File: src/rtl/rcpd_pkg.sv
// Package with shared types, codes and constants of the RC PWM pulse decoder.
package rcpd_pkg;

	// Item operation codes.
	typedef enum logic {
		OP_EDGE = 1'b0,
		OP_POLL = 1'b1
	} op_t;

	// Configuration register indexes.
	typedef enum logic [1:0] {
		REG_TIMEOUT_MS = 2'd0,
		REG_OUT_MIN    = 2'd1,
		REG_OUT_MAX    = 2'd2,
		REG_UNUSED     = 2'd3
	} reg_idx_t;

	localparam int unsigned CFG_DATA_W = 16;

	localparam logic [15:0]        TIMEOUT_RESET = 16'd100;
	localparam logic signed [15:0] OUT_MIN_RESET = 16'sd0;
	localparam logic signed [15:0] OUT_MAX_RESET = 16'sd1000;

	// Width windows in us.
	localparam logic [31:0] ACCEPT_MIN_US  = 32'd800;
	localparam logic [31:0] ACCEPT_MAX_US  = 32'd2200;
	localparam logic [11:0] PRESENT_MIN_US = 12'd900;
	localparam logic [11:0] PRESENT_MAX_US = 12'd2100;
	localparam logic [11:0] MAP_LOW_US     = 12'd1000;
	localparam logic [11:0] MAP_HIGH_US    = 12'd2000;
	localparam logic [9:0]  MAP_SPAN_US    = 10'd1000;

	// Reciprocals of 125 for divide-by-1000 after dropping three low bits.
	// Age: 29-bit dividend, shift 36. Map: 23-bit dividend, shift 29.
	localparam logic [29:0] AGE_RECIP = 30'd549755814;
	localparam int unsigned AGE_SHIFT = 36;
	localparam logic [22:0] MAP_RECIP = 23'd4294968;
	localparam int unsigned MAP_SHIFT = 29;

	typedef struct packed {
		op_t         operation;
		logic        level;
		logic [31:0] now_us;
	} event_t;

	typedef struct packed {
		logic [11:0]        pulse_width;
		logic               pulse_seen;
		logic [22:0]        age_ms;
		logic               signal_present;
		logic signed [15:0] mapped_value;
	} result_t;

	// What the capture stage hands to the arithmetic stages.
	typedef struct packed {
		logic [28:0] diff_hi;   // (now - last good stamp) >> 3
		logic        seen;
		logic [11:0] held;
		logic        width_ok;  // held width in presence window
		logic [9:0]  w_off;     // clamped width minus low end
	} cap_t;

endpackage

File: src/rtl/rcpd_stream_if.sv
// Valid/ready stream interface carrying one payload item.
interface rcpd_stream_if #(
	parameter type payload_t = logic
);
	logic     valid;
	logic     ready;
	payload_t data;

	modport source (output valid, output data, input ready);
	modport sink (input valid, input data, output ready);
endinterface

File: src/rtl/rc_pwm_pulse_decoder.sv
// Top level of the RC PWM pulse decoder: capture plus mapping pipeline.
//
//  channel   dir   handshake          payload
//  events    in    valid/ready        operation, level, now_us
//  results   out   valid/ready        pulse_width, pulse_seen, age_ms,
//                                     signal_present, mapped_value
//  cfg       in    cfg_we (no ready)  cfg_index, cfg_wdata
//
// Four register stages: input (s1), capture (s2), divide/multiply (s3), result (s4).
// One item per cycle while results are taken; result valid rises when the item reaches s4.
// The divide-by-1000 reciprocal multiplies in s2 and s3 set the stage count.
// Reset clears the capture state and all stage valids, and loads config reset values.
// Each stage fills whenever its successor is empty or moving, so a stalled result
// still lets up to three more items enter.
module rc_pwm_pulse_decoder import rcpd_pkg::*; (
	input  logic                  clk,
	input  logic                  arst_n,
	input  logic                  cfg_we,
	input  logic [1:0]            cfg_index,
	input  logic [CFG_DATA_W-1:0] cfg_wdata,
	rcpd_stream_if.sink           events,
	rcpd_stream_if.source         results
);

	// Configuration registers.
	logic [15:0]        timeout_q;
	logic signed [15:0] out_min_q;
	logic signed [15:0] out_max_q;

	always_ff @(posedge clk or negedge arst_n) begin
		if (!arst_n) begin
			timeout_q <= TIMEOUT_RESET;
			out_min_q <= OUT_MIN_RESET;
			out_max_q <= OUT_MAX_RESET;
		end else if (cfg_we) begin
			case (reg_idx_t'(cfg_index))
				REG_TIMEOUT_MS: timeout_q <= cfg_wdata;
				REG_OUT_MIN:    out_min_q <= signed'(cfg_wdata);
				REG_OUT_MAX:    out_max_q <= signed'(cfg_wdata);
				default:        ; // drop writes to unknown indexes
			endcase
		end
	end

	// Stage valids and advance terms: a stage moves when its successor has room.
	logic valid_s1, valid_s2, valid_s3, valid_s4;
	logic adv1, adv2, adv3, adv4;

	assign adv4 = !valid_s4 || results.ready;
	assign adv3 = !valid_s3 || adv4;
	assign adv2 = !valid_s2 || adv3;
	assign adv1 = !valid_s1 || adv2;

	assign events.ready = adv1;

	always_ff @(posedge clk or negedge arst_n) begin
		if (!arst_n) begin
			valid_s1 <= 1'b0;
			valid_s2 <= 1'b0;
			valid_s3 <= 1'b0;
			valid_s4 <= 1'b0;
		end else begin
			if (adv1) valid_s1 <= events.valid;
			if (adv2) valid_s2 <= valid_s1;
			if (adv3) valid_s3 <= valid_s2;
			if (adv4) valid_s4 <= valid_s3;
		end
	end

	// s1: input register.
	event_t item_s1;

	always_ff @(posedge clk) begin
		if (adv1 && events.valid) begin
			item_s1 <= events.data;
		end
	end

	// Capture state commits as the item leaves s1, so the next item sees it.
	cap_t cap;

	rcpd_capture u_capture (
		.clk    (clk),
		.arst_n (arst_n),
		.commit (valid_s1 && adv2),
		.item   (item_s1),
		.cap    (cap)
	);

	// s2: captured view of the state.
	cap_t cap_s2;

	always_ff @(posedge clk) begin
		if (adv2 && valid_s1) begin
			cap_s2 <= cap;
		end
	end

	// s2 logic: age reciprocal multiply, and numerator of the linear map.
	logic [58:0]        age_prod;
	logic [22:0]        age;
	logic signed [16:0] span;
	logic signed [27:0] span_prod;
	logic signed [27:0] base;
	logic signed [27:0] num;

	always_comb begin
		age_prod  = 59'(cap_s2.diff_hi) * 59'(AGE_RECIP);
		age       = cap_s2.seen ? age_prod[58:AGE_SHIFT] : '0;
		span      = 17'(out_max_q) - 17'(out_min_q);
		span_prod = 28'(span) * signed'(28'(cap_s2.w_off));
		base      = 28'(out_min_q) * 28'sd1000;
		num       = base + span_prod;
	end

	logic [22:0]        age_s3;
	logic               seen_s3;
	logic [11:0]        held_s3;
	logic               width_ok_s3;
	logic signed [26:0] num_s3;

	always_ff @(posedge clk) begin
		if (adv3 && valid_s2) begin
			age_s3      <= age;
			seen_s3     <= cap_s2.seen;
			held_s3     <= cap_s2.held;
			width_ok_s3 <= cap_s2.width_ok;
			num_s3      <= 27'(num);
		end
	end

	// s3 logic: divide magnitude by 1000, restore sign (truncate toward zero).
	logic        neg;
	logic [26:0] mag;
	logic [45:0] quot_prod;
	logic [16:0] quot;
	logic [15:0] mapped;
	logic        present;

	always_comb begin
		neg       = num_s3[26];
		mag       = neg ? 27'(-num_s3) : 27'(num_s3);
		quot_prod = 46'(mag[25:3]) * 46'(MAP_RECIP);
		quot      = quot_prod[45:MAP_SHIFT];
		mapped    = neg ? 16'(-quot) : 16'(quot);
		present   = seen_s3 && (age_s3 <= 23'(timeout_q)) && width_ok_s3;
	end

	// s4: result register.
	result_t res_s4;

	always_ff @(posedge clk) begin
		if (adv4 && valid_s3) begin
			res_s4.pulse_width    <= held_s3;
			res_s4.pulse_seen     <= seen_s3;
			res_s4.age_ms         <= age_s3;
			res_s4.signal_present <= present;
			res_s4.mapped_value   <= signed'(mapped);
		end
	end

	assign results.valid = valid_s4;
	assign results.data  = res_s4;

endmodule

File: src/rtl/rcpd_capture.sv
// Edge capture: holds rise/last-good stamps, held width and seen flag.
module rcpd_capture import rcpd_pkg::*; (
	input  logic   clk,
	input  logic   arst_n,
	input  logic   commit,
	input  event_t item,
	output cap_t   cap
);

	logic [31:0] rise_q;
	logic [31:0] last_good_q;
	logic [11:0] held_q;
	logic        seen_q;

	logic        is_rise;
	logic        is_fall;
	logic [31:0] width;
	logic        good;
	logic [11:0] held_new;
	logic [31:0] last_new;
	logic        seen_new;
	logic [31:0] diff;

	always_comb begin
		is_rise  = (item.operation == OP_EDGE) && item.level;
		is_fall  = (item.operation == OP_EDGE) && !item.level;
		width    = item.now_us - rise_q;
		good     = is_fall && (width >= ACCEPT_MIN_US) && (width <= ACCEPT_MAX_US);
		held_new = good ? width[11:0] : held_q;
		last_new = good ? item.now_us : last_good_q;
		seen_new = seen_q | good;
		diff     = item.now_us - last_new;
	end

	always_comb begin
		cap.diff_hi  = diff[31:3];
		cap.seen     = seen_new;
		cap.held     = held_new;
		cap.width_ok = (held_new >= PRESENT_MIN_US) && (held_new <= PRESENT_MAX_US);
		if (held_new < MAP_LOW_US) begin
			cap.w_off = '0;
		end else if (held_new > MAP_HIGH_US) begin
			cap.w_off = MAP_SPAN_US;
		end else begin
			cap.w_off = 10'(held_new - MAP_LOW_US);
		end
	end

	always_ff @(posedge clk or negedge arst_n) begin
		if (!arst_n) begin
			rise_q      <= '0;
			last_good_q <= '0;
			held_q      <= '0;
			seen_q      <= 1'b0;
		end else if (commit) begin
			if (is_rise) begin
				rise_q <= item.now_us;
			end
			last_good_q <= last_new;
			held_q      <= held_new;
			seen_q      <= seen_new;
		end
	end

endmodule

File: src/flat_wrapper.sv
// flat-port wrapper written by rule: the top's interface ports become plain ports
module rc_pwm_pulse_decoder_flat import rcpd_pkg::*;
  (clk, arst_n, cfg_we, cfg_index, cfg_wdata, events_valid, events_data, events_ready, results_valid, results_data, results_ready);
  rcpd_stream_if #(.payload_t(event_t)) events_i ();
  rcpd_stream_if #(.payload_t(result_t)) results_i ();
  input  logic clk;
  input  logic arst_n;
  input  logic cfg_we;
  input  logic [1:0] cfg_index;
  input  logic [CFG_DATA_W-1:0] cfg_wdata;
  input wire logic [$bits(events_i.valid)-1:0] events_valid;
  input wire logic [$bits(events_i.data)-1:0] events_data;
  output wire logic [$bits(events_i.ready)-1:0] events_ready;
  output wire logic [$bits(results_i.valid)-1:0] results_valid;
  output wire logic [$bits(results_i.data)-1:0] results_data;
  input wire logic [$bits(results_i.ready)-1:0] results_ready;
  assign events_i.valid = events_valid;
  assign events_i.data = events_data;
  assign events_ready = events_i.ready;
  assign results_valid = results_i.valid;
  assign results_data = results_i.data;
  assign results_i.ready = results_ready;
  rc_pwm_pulse_decoder u_core (.clk(clk), .arst_n(arst_n), .cfg_we(cfg_we), .cfg_index(cfg_index), .cfg_wdata(cfg_wdata), .events(events_i), .results(results_i));
endmodule
File: config.mk
export PLATFORM = sky130hd
export DESIGN_NAME = rc_pwm_pulse_decoder_flat
export DESIGN_NICKNAME = d
export VERILOG_FILES = /design/src/rtl/rcpd_pkg.sv /design/src/rtl/rcpd_stream_if.sv /design/src/rtl/rc_pwm_pulse_decoder.sv /design/src/rtl/rcpd_capture.sv /design/src/flat_wrapper.sv
export SDC_FILE = /design/constraint.sdc
export NUM_CORES = 2
export LEC_CHECK = 0
export BUFFER_PORTS_ARGS = -buffer_cell sky130_fd_sc_hd__buf_2
export CAP_MARGIN = 10
export CELL_PAD_IN_SITES_DETAIL_PLACEMENT = 0
export CELL_PAD_IN_SITES_GLOBAL_PLACEMENT = 2
export CORE_AREA = 2 2 259 453
export CTS_CLUSTER_SIZE = 14
export DETAILED_ROUTE_END_ITERATION = 16
export DIE_AREA = 0 0 261 455
export PLACE_DENSITY = 0.77
export SYNTH_ARGS = -nofsm -noshare
export SYNTH_HDL_FRONTEND = slang
export SYNTH_SLANG_ARGS = --single-unit
File: constraint.sdc
create_clock -name clk -period 8.2 [get_ports clk]
set_input_delay 1.64 -clock clk [delete_from_list [all_inputs] [get_ports clk]]
set_output_delay 1.64 -clock clk [all_outputs]
set_load 0.02 [all_outputs]
; ---- Yosys cells after proc, flatten, opt, wreduce, memory -nomap -nowiden
; Cells that the tools add are included.
[word_totals]
output_inout_bits = 55
mem_count = 0
mem_bits_ro = 0
ramBits = 0
latch_bits = 0
ff_bits = 333
elab_cells = 83
[classes]
n_shift = 0
add_sub_neg = 7
div_mod_pow = 0
n_lt_le_gt_ge = 7
muxes = 5
reduce_logical = 26
eq_ne = 2
bitwise = 2
n_mul = 4
[op_table]
columns = cell, count
row1 = $sub A32 B32 Y32, 2
row2 = $mul A29 B29 Y58 const B, 1
row3 = $mul A23 B20 Y42 const B, 1
row4 = $ge A32 B10 Y1 const B, 1
row5 = $le A32 B12 Y1 const B, 1
row6 = $mux W32, 1
row7 = $add A27 B27 Y27, 1
row8 = $mul A17 B11 Y27, 1
row9 = $mux W26, 1
row10 = $neg A26 Y26, 1
row11 = $mul A16 B8 Y24 const B, 1
row12 = $le A23 B16 Y1, 1
row13 = $sub A16 B16 Y17, 1
row14 = $mux W16, 1
row15 = $neg A16 Y16, 1
row16 = $ge A12 B10 Y1 const B, 1
row17 = $gt A12 B11 Y1 const B, 1
row18 = $le A12 B12 Y1 const B, 1
row19 = $lt A12 B10 Y1 const B, 1
row20 = $mux W12, 1
row21 = $logic_and A1 B1 Y1, 11
row22 = $mux W10, 1
row23 = $sub A10 B10 Y10 const B, 1
row24 = $reduce_and A2 Y1, 4
row25 = other kinds (8), 15

; ---- Longest topological paths before layout
[logic_depth]
word_depth = 7
depth_mapped = 36

; ---- By module
; Synthesis repeated with hierarchy kept, for this count alone.
[unflattened]
hier_cells = 4577
area_unflattened_um2 = 46394.5
[modules_own_cells]
columns = mod, area_per_inst_um2, instances, cells_per_inst
row1 = rc_pwm_pulse_decoder, 38764.7, 1, 3679
row2 = rcpd_capture, 7629.8, 1, 898

; ---- Worst setup path before layout
; No wires, ideal clock.
[synth_timing]
kind = reg-to-reg
startpoint = register u_core.num_s3[3]
endpoint = register u_core.res_s4 (netlist bit u_core.results.data[15]) (data pin)
setup_time_ns = 0.264
synth_period_minus_slack_ns = 8.996
t_arrival_ns = 8.732
slack_ns = -0.796
n_path_buf = 0
stages_incl_launch_ff = 33
path_cell_list = edfxtp_1 -> or4_4 -> nor4_4 -> nand3_2 -> or4_4 -> or3_4 -> or4_4 -> o21ai_0 -> xor2_1 -> inv_1 -> ha_1 -> inv_1 -> fa_1 -> inv_1 -> fa_1 -> inv_1 -> fa_1 -> fa_1 -> inv_1 -> ha_1 -> ha_1 -> and3_1 -> and3_1 -> a221o_1 -> a21oi_1 -> o21a_1 -> o21ai_1 -> a311o_1 -> or4_1 -> o2bb2ai_1 -> a21oi_1 -> o31ai_1 -> xnor2_1
[synth_via]
elab_chain_cells = 5
[synth_lines]
columns = item, line
row1 = "start, declared", rc_pwm_pulse_decoder.sv:120  ; logic signed [26:0] num_s3;
row2 = "start signal, assigned", rc_pwm_pulse_decoder.sv:128  ; num_s3 <= 27'(num);
row3 = $neg A26 Y26, rc_pwm_pulse_decoder.sv:142  ; mag = neg ? 27'(-num_s3) : 27'(num_s3);
row4 = $mux W26 *, rc_pwm_pulse_decoder.sv:142
row5 = $mul A23 B20 Y42 *, rc_pwm_pulse_decoder.sv:143  ; quot_prod = 46'(mag[25:3]) * 46'(MAP_RECIP);
row6 = $neg A16 Y16, rc_pwm_pulse_decoder.sv:145  ; mapped = neg ? 16'(-quot) : 16'(quot);
row7 = $mux W16 *, rc_pwm_pulse_decoder.sv:145
row8 = named net u_core.mapped[15], rc_pwm_pulse_decoder.sv:137  ; logic [15:0] mapped;
row9 = "end, declared", rc_pwm_pulse_decoder.sv:150  ; result_t res_s4;
; Mark *: on every way through the listed nets, which the timed path passes. The rest lies on a longest branch.
; A chain may end at the register's enable or synchronous reset.

; ---- Worst setup path in the final report
[layout_timing]
startpoint = register u_core.num_s3[3]
endpoint = register u_core.res_s4 (netlist bit u_core.results.data[14]) (data pin)
; The elaborated chain is that of the path after synthesis.

==> run summary <==
status: finished, violations left
H-Tree Depth: 2
unrepaired setup endpoints after global routing: yes
top cell type's share of synthesized area: 0.264
Synth area leaders: fa_1 (26%), ha_1 (21%), edfxtp_1 (13%)
pre-CTS WS: -872 ps
gp weighted congestion: 0.926
reg-to-reg slack, setup: -440 ps
mapped cell area: 45700 um2
Slew Limit Fails: 0
Synth Flop Type: edfxtp_1
final worst setup slack: -444 ps
syn avg cell area: 10.4 um2
# port buffers: 111
Tot GR Track Use: 0.225
most area-hungry cell type in the Yosys netlist: fa_1
Final Hold Vio Count: 0
Seq/Total Area, Yosys: 0.205
number of flops mapped to enable cells by yosys: 204
Fin Clk Skew: 37.1 ps
core area: 115000 um2
drt via density: 4.98
fillers: 11000
worst slew pin tran: 1190 ps
Max Root-Sink Buffers: 3
YS warnings: 0
Post-DP HPWL: 111000 um
CTS tree: built
vias in the first global route: 35500
worst r2r dst: u_core.results.data[14]
fin nets: 6279
layout cell share with drive strength beyond 1: 0.169
Setup violations, final: 9
register area: 9370 um2
Clock Root Buffer: clkbuf_16
initial antenna violation count: 3
failing checks: setup timing
R2R Path Start: u_core.num_s3[3]
total number of vias: 31900
I/O pins: 112
Die ar.: 119000 um2
initial core utilization: 0.397
Setup crit end kind: flop
Yosys cell types: 84
Setup TNS Final: -2500 ps
kind of critical path: flop to flop
min-delay worst type: flop to flop
drt initial violations: 1093
Required @ worst endpoint: 8510 ps
total CTS buffers: 36
max-cap violation count: 0
drt wl/cell: 20.2 um
max_slew headroom: 0.188
Max FO, Critical Path: 4
DRC viols: 0
GRT overflow: 0
crit path max-delay cell type: or4_4
Seq cells post-synth: 333
Worst Reg-to-Reg Cells: 30
CP startpoint kind: flop
area of the multi-input gates: 32800 um2
Pre-antenna DRT Iters: 5
DIE WIDTH: 261 um
final worst-path cycle share: 1.05
Layout area overhead: 15.3%
slowest cell delay on critical path: 570 ps
WP data arrival: 8950 ps
clk sinks: 333
Placement Rows: 165
largest net degree at the start of global routing: 75
Post-Syn Instances: 4414
clock latency on the worst-skew pair: 590 ps
first-pass GRT wire length: 201000 um
FFs w/ async S/R, synth: 0.387
FMAX: 116 MHz
CP Capture Point: u_core.results.data[14]
final wirelength: 129000 um
Mapped Nets: 5831
Period minus WS final: 8640 ps
start point of the critical path: u_core.num_s3[3]
clock-pin slew on the worst setup and hold paths: 60 ps
post-route ant nets: 0
DIE HEIGHT: 455 um
n_diodes: 0
## critical path: cells and delay by family (launching register included)
kind	cells	cell delay, ps
xor+xnor	2	230
compound gates	11	2060
buf+inv	2	90
simple gates	9	3160
flops	1	380
fa+ha+maj	6	2450
## layout by cell type, fill, tap and decap left out, types with 21 or more instances in the layout
cell type  instances
nand2_1          218
nand2b_1          25
mux2_2           113
fa_1             597
ha_1             739
a21o_1            57
nor2b_1           56
buf_2            110
inv_1           1045
clkbuf_16         37
nor2_1            95
a211oi_1          23
o21a_1            23
xor2_1            38
and2_1           100
dfrtp_1          118
xnor2_1          125
buf_4            354
nand4_1           21
nor3_1            27
a21oi_1          121
o21ai_0          102
edfxtp_1         204
mux2i_1           41
nand3_1           55
## worst min-delay path by stage
stage	end	start	slack [ps]	depth (start not counted)
6_report	u_core.results.data[49]	u_core.held_s3[8]	420	0
5_1_grt	u_core.results.data[48]	u_core.held_s3[7]	430	0
4_1_cts	u_core.results.data[49]	u_core.held_s3[8]	420	0
3_5_place_dp	u_core.results.data[43]	u_core.held_s3[2]	400	0
3_3_place_gp	u_core.held_s3[6]	u_core.cap_s2[17]	400	0
2_1_floorplan	u_core.held_s3[0]	u_core.cap_s2[11]	400	0
## stage by stage
stage          instance area (um2)  cells  utilization  hold slack (ps)
3_5_place_dp                 50600   6293        0.439              405
6_report                     52700   6392        0.457              418
2_1_floorplan                45900   4414            -              400
5_1_grt                      52700   6392        0.457              429
4_1_cts                      52100   6370        0.452              422
3_3_place_gp                 50600   6293        0.439              401
## layer usage
layer / wire (um) / global-route usage / vias up / part of all wire
li1: - / - / 15200 / -
met1: 44400 / 0.223 / 16000 / 0.34
met2: 75400 / 0.465 / 431 / 0.58
met3: 2490 / 0.0176 / 220 / 0.019
met4: 6590 / 0.0976 / 2 / 0.051
met5: 13 / 0 / - / 0.00010
## synth_stat cells (all sizes together), types with 24 or more instances
library cell / number
inv: 1060
ha: 758
fa: 602
nand2: 221
edfxtp: 204
a21oi: 143
xnor2: 136
o21ai: 125
dfrtp: 120
mux2: 113
and2: 103
nor2: 97
clkbuf: 59
nand3: 58
nor2b: 58
a21o: 57
mux2i: 41
xor2: 41
a211oi: 29
nand2b: 28
nor3: 28
o21a: 24
## logic make-up after synthesis
family          share of synthesized area
xor+xnor                           0.0343
fa+ha+maj                           0.471
mux                                0.0368
compound gates                     0.0769
buf+inv                            0.0935
simple gates                       0.0823
flops                               0.205
## registers in the layout, indices dropped and copies added (netlist names)
name                          flops
u_core.u_capture.last_good_q     32
u_core.u_capture.rise_q          32
u_core.results.valid              1
u_core.cap_s2                    53
u_core.out_min_q                 16
u_core.seen_s3                    1
u_core.age_s3                    23
u_core.item_s1                   34
u_core.num_s3                    27
u_core.u_capture.held_q          12
u_core.timeout_q                 16
u_core.out_max_q                 16
u_core.width_ok_s3                1
u_core.valid_s1                   1
u_core.u_capture.seen_q           1
u_core.held_s3                   12
u_core.valid_s3                   1
u_core.valid_s2                   1
u_core.results.data              53
## layout make-up
type / count / share of cell area
Clock buffer: 46 / 0.0184
Inverter: 1060 / 0.0756
Tap cell: 1503 / 0.0357
Timing Repair Buffer: 480 / 0.0650
Sequential cell: 333 / 0.178
Multi-Input combinational cell: 2951 / 0.623
Clock inverter: 19 / 0.00496
## what timing repair did
| action | 4_1_cts | 5_1_grt |
|---|---|---|
| pin swaps | 62 | 86 |
| resized for setup | 55 | 87 |
| hold buffers | 0 | 0 |
| setup endpoints to repair | 20 | 26 |
| buffers inserted | 12 | 23 |
Power is not shown: default switching activity piles up to over one toggle a cycle in this logic, so the estimate is an artifact.
